## src/hdl/jve_pkg.sv

```systemverilog
`timescale 1ns / 1ps

package jve_pkg;

    localparam int JVE_JOINTS     = 6;
    localparam int JVE_MAX_WINDOW = 16;

    localparam int STAMP_W    = 48;
    localparam int POS_W      = 32;
    localparam int VEL_W      = 32;
    localparam int WINDOW_W   = 5;
    localparam int LIMIT_W    = 31;
    localparam int WEIGHT_W   = 17;
    localparam int GAP_W      = 24;

    localparam int CFG_INDEX_W = 2;
    localparam int CFG_DATA_W  = 32;

    localparam int MAG_W     = POS_W;
    localparam int SCALE_W   = 20;
    localparam int PROD_W    = MAG_W + SCALE_W;
    localparam int QUO_W     = LIMIT_W;
    localparam int DIV_STEPS = QUO_W;
    localparam int FRAC_W    = 16;
    localparam int BLEND_W   = (VEL_W + 1) + (WEIGHT_W + 1);

    localparam logic [SCALE_W-1:0]  US_PER_S = SCALE_W'(1000000);
    localparam logic [WEIGHT_W-1:0] Q16_ONE  = WEIGHT_W'(65536);
    localparam int MIN_WINDOW = 3;

    localparam logic [WINDOW_W-1:0] WINDOW_RESET  = WINDOW_W'(3);
    localparam logic [LIMIT_W-1:0]  LIMIT_RESET   = LIMIT_W'(655360);
    localparam logic [WEIGHT_W-1:0] WEIGHT_RESET  = WEIGHT_W'(65536);
    localparam logic [GAP_W-1:0]    MAX_GAP_RESET = GAP_W'(100000);

    typedef enum logic [CFG_INDEX_W-1:0] {
        REG_WINDOW  = 2'd0,
        REG_LIMIT   = 2'd1,
        REG_WEIGHT  = 2'd2,
        REG_MAX_GAP = 2'd3
    } cfg_reg_t;

    typedef enum logic [3:0] {
        LANE_HOLD,
        LANE_LOAD,
        LANE_CLEAR,
        LANE_MUL,
        LANE_PREP,
        LANE_DIV,
        LANE_CLAMP,
        LANE_BLEND,
        LANE_COMMIT
    } lane_op_t;

    typedef struct packed {
        lane_op_t              op;
        logic                  primed;
        logic [GAP_W-1:0]      gap;
        logic [LIMIT_W-1:0]    limit;
        logic [WEIGHT_W-1:0]   weight;
    } lane_ctrl_t;

    typedef struct packed {
        logic load;
        logic est_valid;
    } merge_ctrl_t;

endpackage

```

## src/hdl/jve_estimate_if.sv

```systemverilog
`timescale 1ns / 1ps

interface jve_estimate_if import jve_pkg::*; #(
    parameter int JOINTS = JVE_JOINTS
);
    logic                                valid;
    logic                                ready;
    logic                                estimate_valid;
    logic signed [JOINTS-1:0][VEL_W-1:0] vel;

    modport source (output valid, output estimate_valid, output vel, input ready);
    modport sink   (input valid, input estimate_valid, input vel, output ready);
endinterface

```

## src/hdl/jve_merge.sv

```systemverilog
`timescale 1ns / 1ps

module jve_merge import jve_pkg::*; #(
    parameter int JOINTS = JVE_JOINTS
) (
    input  logic                                clk,
    input  logic                                rst_n,
    input  merge_ctrl_t                         merge_ctrl,
    input  logic signed [JOINTS-1:0][VEL_W-1:0] lane_vel,
    output logic                                slot_free,
    jve_estimate_if.source                      estimates
);

    logic                                valid_reg;
    logic                                est_valid_reg;
    logic signed [JOINTS-1:0][VEL_W-1:0] vel_reg;

    assign slot_free = !valid_reg || estimates.ready;

    always_ff @(posedge clk or negedge rst_n)
    begin
        if (!rst_n)
        begin
            valid_reg <= 1'b0;
        end
        else if (merge_ctrl.load)
        begin
            valid_reg <= 1'b1;
        end
        else if (estimates.ready)
        begin
            valid_reg <= 1'b0;
        end
    end

    // zero the velocities of an invalid estimate
    always_ff @(posedge clk)
    begin
        if (merge_ctrl.load)
        begin
            est_valid_reg <= merge_ctrl.est_valid;
            vel_reg       <= merge_ctrl.est_valid ? lane_vel : '0;
        end
    end

    assign estimates.valid          = valid_reg;
    assign estimates.estimate_valid = est_valid_reg;
    assign estimates.vel            = vel_reg;

endmodule

```

## src/flat_wrapper.sv

```systemverilog
// flat-port wrapper written by rule: the top's interface ports become plain ports
module jve_merge_flat import jve_pkg::*;
#(
    parameter int JOINTS = JVE_JOINTS
)
  (clk, rst_n, merge_ctrl, lane_vel, slot_free, estimates_valid, estimates_estimate_valid, estimates_vel, estimates_ready);
  jve_estimate_if #(.JOINTS(JOINTS)) estimates_i ();
  input  logic clk;
  input  logic rst_n;
  input  merge_ctrl_t merge_ctrl;
  input  logic signed [JOINTS-1:0][VEL_W-1:0] lane_vel;
  output logic slot_free;
  output wire logic [$bits(estimates_i.valid)-1:0] estimates_valid;
  output wire logic [$bits(estimates_i.estimate_valid)-1:0] estimates_estimate_valid;
  output wire logic [$bits(estimates_i.vel)-1:0] estimates_vel;
  input wire logic [$bits(estimates_i.ready)-1:0] estimates_ready;
  assign estimates_valid = estimates_i.valid;
  assign estimates_estimate_valid = estimates_i.estimate_valid;
  assign estimates_vel = estimates_i.vel;
  assign estimates_i.ready = estimates_ready;
  jve_merge #(.JOINTS(JOINTS)) u_core (.clk(clk), .rst_n(rst_n), .merge_ctrl(merge_ctrl), .lane_vel(lane_vel), .slot_free(slot_free), .estimates(estimates_i));
endmodule
```

## config.mk

```make
export PLATFORM = sky130hd
export DESIGN_NAME = jve_merge_flat
export DESIGN_NICKNAME = d
export VERILOG_FILES = /design/src/hdl/jve_pkg.sv /design/src/hdl/jve_estimate_if.sv /design/src/hdl/jve_merge.sv /design/src/flat_wrapper.sv
export SDC_FILE = /design/constraint.sdc
export NUM_CORES = 1
export LEC_CHECK = 0
export ABC_CLOCK_PERIOD_IN_PS = 1100
export BUFFER_PORTS_ARGS = -buffer_cell sky130_fd_sc_hd__buf_2
export CAP_MARGIN = 20
export CORE_AREA = 2 2 152 154
export DETAILED_ROUTE_END_ITERATION = 6
export DIE_AREA = 0 0 154 156
export PLACE_DENSITY_LB_ADDON = 0.12
export SLEW_MARGIN = 20
export SYNTH_ARGS = -nofsm -noshare
export SYNTH_HDL_FRONTEND = slang
export SYNTH_SLANG_ARGS = --single-unit
export TNS_END_PERCENT = 100
```

## constraint.sdc

```tcl
create_clock -name clk -period 1.1 [get_ports clk]
set_input_delay 0.11 -clock clk [delete_from_list [all_inputs] [get_ports clk]]
set_output_delay 0.11 -clock clk [all_outputs]
set_load 0.01 [all_outputs]
```

==> flow_metrics.py <==
metrics = {
    "pwr": {
        "power_density_mw_per_mm2": 1450,
        "p_leak_uw": 0.00513,
        "p_total_uw": 17600,
        "vdd_drop_max_mv": 0.847,
    },
    "die": {
        "coreArea_mm2": 0.0224,
        "die_area_mm2": 0.0240,
        "fp.dieW_um": 154,
        "die_h_um": 156,
        "pin_count": 392,
        "placementRows": 55,
        "initial_utilization_pct": 32.5,
    },
    "clock_tree": {
        "cts_made_buffers": 17,
        "clockRootBuffer": "clkbuf_16",
        "cts_sinks": 194,
        "clk_pin_slew_ns": 0.07,
        "cts_tree": "built",
        "clk_latency_ns": 0.42,
        "htreeDepth": 4,
        "clk_path_buf_depth": 2,
    },
    "setup_path": {
        "startpoint_type": "flop",
        "r2r_cells": 3,
        "endpoint": "slot_free",
        "r2r_end": "u_core.estimates.valid",
        "crit_type": "reg -> out",
        "critPathLaunch": "u_core.estimates.valid",
        "required_ns": 0.99,
        "rrSetupSlack_ns": 0.38,
        "worstSetupEndpointType": "output pin",
        "critical_path.max_fanout": 2,
        "worstReg2RegStart": "u_core.estimates.valid",
        "critPathArrivalTime_ns": 1.01,
    },
    "place": {
        "pre_cts_ws_ns": 0.125,
        "place_inst": 1079,
        "gp_congestion": 0.770,
        "portBuffers": 391,
        "dp_hpwl_um": 14200,
    },
    "layout": {
        "drive_gt1_share_pct": 42.9,
        "nets": 1204,
        "area_growth_pct": 67.1,
        "largest_reg_flops": 192,
        "instances_no_fill": 1304,
    },
    "synthesis": {
        "synth_area_mm2": 0.00726,
        "yosysTopAreaCell": "edfxtp_1",
        "syn-instance-count": 409,
        "synth_cell_types": 6,
        "syn_area_per_cell_um2": 17.8,
        "synth_seq_area_share_pct": 80.1,
        "synth-main-ff-cell": "edfxtp_1",
        "synth_most_common_cell": "edfxtp_1",
        "yosys_warnings": 0,
        "ys_top_cells_by_count": "edfxtp_1 (193), and2_1 (192), buf_6 (20)",
        "synth.area.top_cells": "edfxtp_1 (80%), and2_1 (17%), buf_6 (3.1%)",
        "yosysTopAreaCellShare_pct": 79.8,
        "syn_nets": 606,
        "synth-async-reset-ratio_pct": 0.515,
        "synth-edff-count": 193,
        "synth_seq_cells": 194,
    },
    "drt": {
        "met3_length_um": 1960,
        "drc_errors": 0,
        "drt_iter0_drc": 188,
        "dr_total_vias": 5495,
        "postRouteAntennaNets": 0,
        "wl_met2_um": 10300,
        "firstDrtPassIters": 4,
        "wl_um": 20500,
        "vias_per_cell": 4.21,
        "top_layer": "met4",
        "wirelength_met1_um": 7790,
        "wire_per_inst_um": 15.7,
    },
    "sta": {
        "slew_viol_final": 0,
        "tightestPinTransition_ns": 0.306,
        "rsz0062_at_grt": "yes",
        "period_share_pct": 102,
        "slew-limit-headroom_pct": 79.6,
        "finalSetupViolations": 2,
        "layout_min_cycle_time_ns": 1.12,
        "tns_ns": -0.0275,
        "finalClockSkew_ns": 0,
        "finalHoldViolCount": 0,
        "max_clock_freq_mhz": 891,
        "timing.final.ws_setup_ns": -0.0219,
    },
    "global_routing": {
        "grt_first_pass_wirelength_um": 30700,
        "antenna_found_initial": 1,
        "grt_overflow": 0,
        "grtUsageTotal_pct": 16.6,
        "grt_max_degree": 58,
        "grt_pass1_vias": 5960,
    },
    "min_path": {
        "min_path_type": "in -> reg",
    },
    "outcome": {
        "status": "finished with violations",
        "violations": "setup timing",
    },
    "job": {
        "cap_violations": 0,
    },
}
==> cells in the final DEF, fill, tap and decap left out <==
master / instances
and2_1: 192
buf_12: 8
buf_2: 382
buf_4: 9
buf_6: 7
bufinv_16: 2
clkbuf_16: 17
clkbuf_8: 1
clkinv_2: 1
clkinv_4: 1
clkinvlp_4: 5
dfrtp_1: 1
diode_2: 1
dlygate4sd3_1: 193
edfxtp_1: 193
inv_8: 4
nand2b_1: 2
==> worst max-delay path, cell delays in order, from the launching register on <==
cell	delay, ns
dfrtp_1	0.38
nand2b_1	0.08
buf_2	0.13
==> layout make-up <==
cell class | count | area, um2
Fill cell | 1897 | 10200
Clock inverter | 13 | 156
Tap cell | 285 | 357
Antenna cell | 1 | 2.50
Sequential cell | 194 | 5820
Clock buffer | 17 | 425
Multi-Input combinational cell | 194 | 1210
Timing Repair Buffer | 600 | 4160
==> worst min path at each step <==
stage             startpoint                        end  slack (ns)  cells past startpoint
2_1_floorplan          rst_n     u_core.estimates.valid       -0.19                      0
3_3_place_gp           rst_n     u_core.estimates.valid       -0.12                      1
3_5_place_dp           rst_n     u_core.estimates.valid       -0.11                      1
4_1_cts        lane_vel[106]  u_core.estimates.vel[106]       0.005                      2
5_1_grt        lane_vel[106]  u_core.estimates.vel[106]        0.02                      2
6_report       lane_vel[106]  u_core.estimates.vel[106]        0.01                      2
==> power by group <==
part | total, uW | internal [uW] | leakage, uW | switching (uW)
registers | 8920 | 8770 | 0.00187 | 154
clock network | 6210 | 3390 | 0.000271 | 2820
logic | 2420 | 1330 | 0.00299 | 1090
==> routing by layer <==
metal  track usage [%]  vias to the layer above
met5                 0                        -
met4              6.10                        0
met3              6.67                       34
met2              29.2                      276
met1              18.1                     2566
li1                  -                     2619
==> per-stage QoR <==
stage / util (%) / instance area, um2 / hold WS [ns]
final: 54.3 / 12100 / 0.0134
after global routing: 54.3 / 12100 / 0.0162
after detailed placement: 42.8 / 9570 / -0.115
after CTS: 54.1 / 12100 / 0.00492
after floorplan: - / 7260 / -0.186
after global placement: 42.8 / 9570 / -0.115
==> what timing repair did <==
item	4_1_cts	5_1_grt
resized for setup	1	11
buffers inserted	1	0
setup endpoints to repair	8	78
hold buffers	193	0
pin swaps	0	0
endpoints found under the hold margin	192	0
==> cell families (layout without fill, tap and decap cells) <==
group / Yosys count / in the layout / synth area share, %
AND/OR/NAND/NOR: 194 / 194 / 16.7
other: 0 / 1 / 0
flip-flops: 194 / 194 / 80.1
buffers and inverters: 21 / 630 / 3.17
Power figures use the tool's default switching activity.
