===== config.mk =====
export PLATFORM = sky130hd
export DESIGN_NAME = jve_lane
export DESIGN_NICKNAME = d
export VERILOG_FILES = /design/src/hdl/jve_pkg.sv /design/src/hdl/jve_lane.sv
export SDC_FILE = /design/constraint.sdc
export NUM_CORES = 2
export LEC_CHECK = 0
export ABC_CLOCK_PERIOD_IN_PS = 26900
export BUFFER_PORTS_ARGS = -buffer_cell sky130_fd_sc_hd__buf_2
export CAP_MARGIN = 10
export CORE_MARGIN = 2
export CORE_UTILIZATION = 56
export CTS_CLUSTER_SIZE = 10
export DETAILED_ROUTE_END_ITERATION = 8
export GPL_TIMING_DRIVEN = 0
export PLACE_DENSITY = 0.69
export SYNTH_ARGS = -nofsm -noshare
export SYNTH_HDL_FRONTEND = slang
export SYNTH_SLANG_ARGS = --single-unit

===== constraint.sdc =====
create_clock -name clk -period 26.9 [get_ports clk]
set_input_delay 5.38 -clock clk [delete_from_list [all_inputs] [get_ports clk]]
set_output_delay 5.38 -clock clk [all_outputs]
set_load 0.01 [all_outputs]

===== src/hdl/jve_pkg.sv =====
`timescale 1ns / 1ps

package jve_pkg;

    localparam int JVE_JOINTS     = 6;
    localparam int JVE_MAX_WINDOW = 16;

    localparam int STAMP_W    = 48;
    localparam int POS_W      = 32;
    localparam int VEL_W      = 32;
    localparam int WINDOW_W   = 5;
    localparam int LIMIT_W    = 31;
    localparam int WEIGHT_W   = 17;
    localparam int GAP_W      = 24;

    localparam int CFG_INDEX_W = 2;
    localparam int CFG_DATA_W  = 32;

    localparam int MAG_W     = POS_W;
    localparam int SCALE_W   = 20;
    localparam int PROD_W    = MAG_W + SCALE_W;
    localparam int QUO_W     = LIMIT_W;
    localparam int DIV_STEPS = QUO_W;
    localparam int FRAC_W    = 16;
    localparam int BLEND_W   = (VEL_W + 1) + (WEIGHT_W + 1);

    localparam logic [SCALE_W-1:0]  US_PER_S = SCALE_W'(1000000);
    localparam logic [WEIGHT_W-1:0] Q16_ONE  = WEIGHT_W'(65536);
    localparam int MIN_WINDOW = 3;

    localparam logic [WINDOW_W-1:0] WINDOW_RESET  = WINDOW_W'(3);
    localparam logic [LIMIT_W-1:0]  LIMIT_RESET   = LIMIT_W'(655360);
    localparam logic [WEIGHT_W-1:0] WEIGHT_RESET  = WEIGHT_W'(65536);
    localparam logic [GAP_W-1:0]    MAX_GAP_RESET = GAP_W'(100000);

    typedef enum logic [CFG_INDEX_W-1:0] {
        REG_WINDOW  = 2'd0,
        REG_LIMIT   = 2'd1,
        REG_WEIGHT  = 2'd2,
        REG_MAX_GAP = 2'd3
    } cfg_reg_t;

    typedef enum logic [3:0] {
        LANE_HOLD,
        LANE_LOAD,
        LANE_CLEAR,
        LANE_MUL,
        LANE_PREP,
        LANE_DIV,
        LANE_CLAMP,
        LANE_BLEND,
        LANE_COMMIT
    } lane_op_t;

    typedef struct packed {
        lane_op_t              op;
        logic                  primed;
        logic [GAP_W-1:0]      gap;
        logic [LIMIT_W-1:0]    limit;
        logic [WEIGHT_W-1:0]   weight;
    } lane_ctrl_t;

    typedef struct packed {
        logic load;
        logic est_valid;
    } merge_ctrl_t;

endpackage


===== src/hdl/jve_lane.sv =====
`timescale 1ns / 1ps

module jve_lane import jve_pkg::*; (
    input  logic                    clk,
    input  logic                    rst_n,
    input  lane_ctrl_t              ctrl,
    input  logic signed [POS_W-1:0] pos,
    output logic signed [VEL_W-1:0] vel
);

    logic signed [POS_W-1:0]   last_pos_reg;
    logic                      neg_reg;
    logic [MAG_W-1:0]          mag_reg;
    logic [PROD_W-1:0]         dividend_reg;
    logic [GAP_W-1:0]          rem_reg;
    logic [QUO_W-1:0]          quo_reg;
    logic                      ovf_reg;
    logic signed [VEL_W-1:0]   raw_reg;
    logic signed [BLEND_W-1:0] blend_reg;
    logic signed [VEL_W-1:0]   filt_reg;

    logic signed [POS_W:0]     diff;
    logic [POS_W:0]            diff_neg;
    logic [MAG_W-1:0]          diff_mag;
    logic [GAP_W-1:0]          dividend_hi;
    logic [GAP_W:0]            trial;
    logic [GAP_W:0]            gap_ext;
    logic [GAP_W:0]            trial_sub;
    logic                      trial_ge;
    logic [QUO_W-1:0]          mag_clamped;
    logic signed [VEL_W-1:0]   raw_pos;
    logic signed [VEL_W-1:0]   raw_next;
    logic signed [VEL_W:0]     delta;
    logic signed [WEIGHT_W:0]  weight_s;
    logic signed [BLEND_W-1:0] blend_sum;

    always_comb
    begin
        diff        = $signed({pos[POS_W-1], pos}) - $signed({last_pos_reg[POS_W-1], last_pos_reg});
        diff_neg    = -diff;
        diff_mag    = diff[POS_W] ? diff_neg[MAG_W-1:0] : diff[MAG_W-1:0];

        dividend_hi = GAP_W'(dividend_reg[PROD_W-1:QUO_W]);
        trial       = {rem_reg, quo_reg[QUO_W-1]};
        gap_ext     = {1'b0, ctrl.gap};
        trial_ge    = trial >= gap_ext;
        trial_sub   = trial - gap_ext;

        mag_clamped = (ovf_reg || (quo_reg > ctrl.limit)) ? ctrl.limit : quo_reg;
        raw_pos     = $signed({1'b0, mag_clamped});
        raw_next    = neg_reg ? -raw_pos : raw_pos;

        delta       = $signed({raw_reg[VEL_W-1], raw_reg}) - $signed({filt_reg[VEL_W-1], filt_reg});
        weight_s    = $signed({1'b0, ctrl.weight});
        blend_sum   = BLEND_W'(filt_reg) + (blend_reg >>> FRAC_W);
    end

    always_ff @(posedge clk)
    begin
        case (ctrl.op)
            LANE_LOAD:
            begin
                last_pos_reg <= pos;
                neg_reg      <= diff[POS_W];
                mag_reg      <= diff_mag;
            end
            LANE_MUL:
            begin
                dividend_reg <= mag_reg * US_PER_S;
            end
            LANE_PREP:
            begin
                ovf_reg <= dividend_hi >= ctrl.gap;
                rem_reg <= dividend_hi;
                quo_reg <= dividend_reg[QUO_W-1:0];
            end
            LANE_DIV:
            begin
                rem_reg <= trial_ge ? trial_sub[GAP_W-1:0] : trial[GAP_W-1:0];
                quo_reg <= {quo_reg[QUO_W-2:0], trial_ge};
            end
            LANE_CLAMP:
            begin
                raw_reg <= raw_next;
            end
            LANE_BLEND:
            begin
                blend_reg <= delta * weight_s;
            end
            default:
            begin
            end
        endcase
    end

    always_ff @(posedge clk or negedge rst_n)
    begin
        if (!rst_n)
        begin
            filt_reg <= '0;
        end
        else if (ctrl.op == LANE_CLEAR)
        begin
            filt_reg <= '0;
        end
        else if (ctrl.op == LANE_COMMIT)
        begin
            filt_reg <= ctrl.primed ? blend_sum[VEL_W-1:0] : raw_reg;
        end
    end

    assign vel = filt_reg;

endmodule


==> results_dict.tcl <==
set metrics [dict create \
    status "completed" \
    synthCells 4542 \
    io_pins 143 \
    drtPass1Iterations 6 \
    drv_cap 0 \
    critPathMaxFanout 10 \
    area_growth_pct 7.733 \
    synth-seq-cells 263 \
    yosysUniqueCellTypes 75 \
    finalWorstSetupSlack_ps 13440 \
    largest_register_ffs 46 \
    clkSinkCount 263 \
    track_usage_pct 29.52 \
    setup_tns_ps 0 \
    synth_ff_type "edfxtp_1" \
    cts_buffers 36 \
    post-synth-top-count-cell "inv_1" \
    crit_path_end_kind "register" \
    fin_cells 5793 \
    clock_latency_ps 550 \
    die_h_um 281.9 \
    wl_per_cell_um 19.54 \
    vias 32200 \
    critical_path_arrival_ps 13720 \
    initial_core_util_pct 56.75 \
    cts_buffer_depth 3 \
    synth_compound_area_share_pct 9.145 \
    synth-simple-area-share_pct 13.50 \
    gpl.final_weighted_congestion 0.9804 \
    dpl.hpwl_mm 94.75 \
    finalSetupViolCount 0 \
    fmax_ghz 0.07430 \
    wl_mm 113.2 \
    placementRows 101 \
    synth_top_cells_by_count "922 x inv_1, 653 x fa_1, 436 x ha_1" \
    max_slew_margin_pct 7.871 \
    synthAdderAreaFrac_pct 42.84 \
    port-buffer-count 142 \
    yosys.area.top_type "fa_1" \
    grt_pass1_wl_mm 180.8 \
    antenna_left 0 \
    syn_nets 5742 \
    antenna_found_initial 7 \
    ctsHoldBuffers 0 \
    grt_max_degree 33 \
    die_area_um2 79470 \
    path_class "in2reg" \
    rsz0062_at_grt "false" \
    synth_top_area_share_pct 30.23 \
    grt_pass1_vias 33130 \
    worstPathRequired_ps 27160 \
    drt_iter0_markers 2184 \
    core-area_um2 76200 \
    die_w_um 281.9 \
    finalHoldViolCount 0 \
    synth_area_um2 43250 \
    worst_clock_skew_ps 18.51 \
    cts_setup_buffers 0 \
    placedCellCount 5729 \
    hold_class "reg2reg" \
    route.detailed.drc 0 \
    via_per_inst 5.558 \
    synth_top_family_by_area "adder cells" \
    startpoint_type "primary input" \
    clk_pin_slew_worst_paths_ps 60 \
    finalNetCount 5937 \
    slew_viol_final 0 \
    post-place-ws_ps 13010 \
    synth_area_leaders "fa_1 30%, edfxtp_1 16%, ha_1 13%, inv_1 8.0%, and2_1 3.9%" \
    worstMarginPinSlew_ps 1372 \
    layout_min_cycle_time_ps 13460 \
    cts_root_buf "clkbuf_16" \
    synth.avg_cell_area_um2 9.522 \
    synthArstFlopShare_pct 12.17 \
    yosysSeqAreaShare_pct 17.89 \
    cts_tree "built" \
    synth_edf_count 231 \
    synth.mux.area_fraction_pct 2.494 \
    final.period_utilization_pct 50.03 \
    drive_above_1_share_pct 5.503 \
    ctsResizeCount 0 \
    cts_max_level 2 \
    grt_overflow_total 0 \
    ys.warnings.count 0 \
    synthXorXnorAreaFrac_pct 5.002 \
]
[cell type report]
type / instances / area (um^2)
multi-input combinational: 3228 / 31590
fill: 6661 / 29610
sequential: 263 / 7737
inverter: 923 / 3465
tap: 1030 / 1289
clock buffer: 48 / 975.9
timing repair buffer: 157 / 874.6
buffer: 128 / 484.2
clock inverter: 14 / 171.4
antenna: 2 / 5.005
[layer usage]
| layer | GRT usage [%] | up-vias | wire, um |
|---|---|---|---|
| met1 | 37.67 | 15940 | 45040 |
| li1 | - | 14970 | - |
| met2 | 50.38 | 1036 | 55390 |
| met3 | 4.748 | 252 | 7636 |
| met5 | 0 | - | 40 |
| met4 | 11.48 | 6 | 5101 |
[cell usage in the layout, fill, tap and decap left out, types with 39 or more instances in the layout]
cell      Yosys  routed
nor3_1       56      55
nor2b_1      73      73
nand3_1      39      39
a21oi_1     171     171
xnor2_1     158     158
a21o_1       69      69
clkbuf_1    122     131
fa_1        653     653
ha_1        436     436
nand2_1     396     396
buf_2         3     145
xor2_1       89      89
mux2i_1      74      74
inv_1       922     922
o21ai_0     175     175
nor2_1      148     145
nand2b_1     47      47
and2_1      273     273
edfxtp_1    231     231
[critical path, cell delays in order]
cell      delay (ps)
buf_2            170
clkbuf_1         670
nand2_1          170
fa_1             570
inv_1             50
fa_1             460
fa_1             510
fa_1             510
fa_1             510
inv_1             60
fa_1             480
inv_1             50
ha_1             300
and3_1           180
nand4_1          100
o211ai_1         450
a211o_1          390
nand4b_1         180
and3_1           300
a211oi_1         510
nor2_1           210
o32ai_1          700
or4_1            230
a31oi_1          100
xnor2_1          460
[logic make-up (layout without fill, tap and decap cells)]
kind of cell    after synthesis  in the layout
simple gates               1154           1154
fa+ha+maj                  1089           1089
buf+inv                    1051           1270
compound gates              634            634
flops                       263            263
xor+xnor                    247            247
mux                         104            104
other cells                   0              2
[worst paths after layout]
check | startpoint | to | slack (ps) | cells past startpoint
setup / recovery | ctrl[6] | blend_reg[46] | 13440 | 25
hold / removal | vel[5] | vel[5] | 540 | 2
setup reg to reg | vel[0] | blend_reg[46] | 15690 | 34
hold reg to reg | vel[5] | vel[5] | 540 | 2
max in group asynchronous | rst_n | vel[24] | 21430 | 1
min in group asynchronous | rst_n | vel[9] | 4930 | 1
[stage by stage]
| stage | hold WS [ps] | utilization (%) | cell area [um^2] |
|---|---|---|---|
| 2_1_floorplan | 475.7 | - | 43250 |
| 3_3_place_gp | 526.2 | 59.38 | 45250 |
| 3_5_place_dp | 529.0 | 59.63 | 45440 |
| 4_1_cts | 542.9 | 61.14 | 46590 |
| 5_1_grt | 559.1 | 61.14 | 46590 |
| 6_report | 540.7 | 61.14 | 46590 |
Power is left out: the tool's default activity adds up to more than one toggle a clock period on the data nets, which glitch-free logic cannot reach.
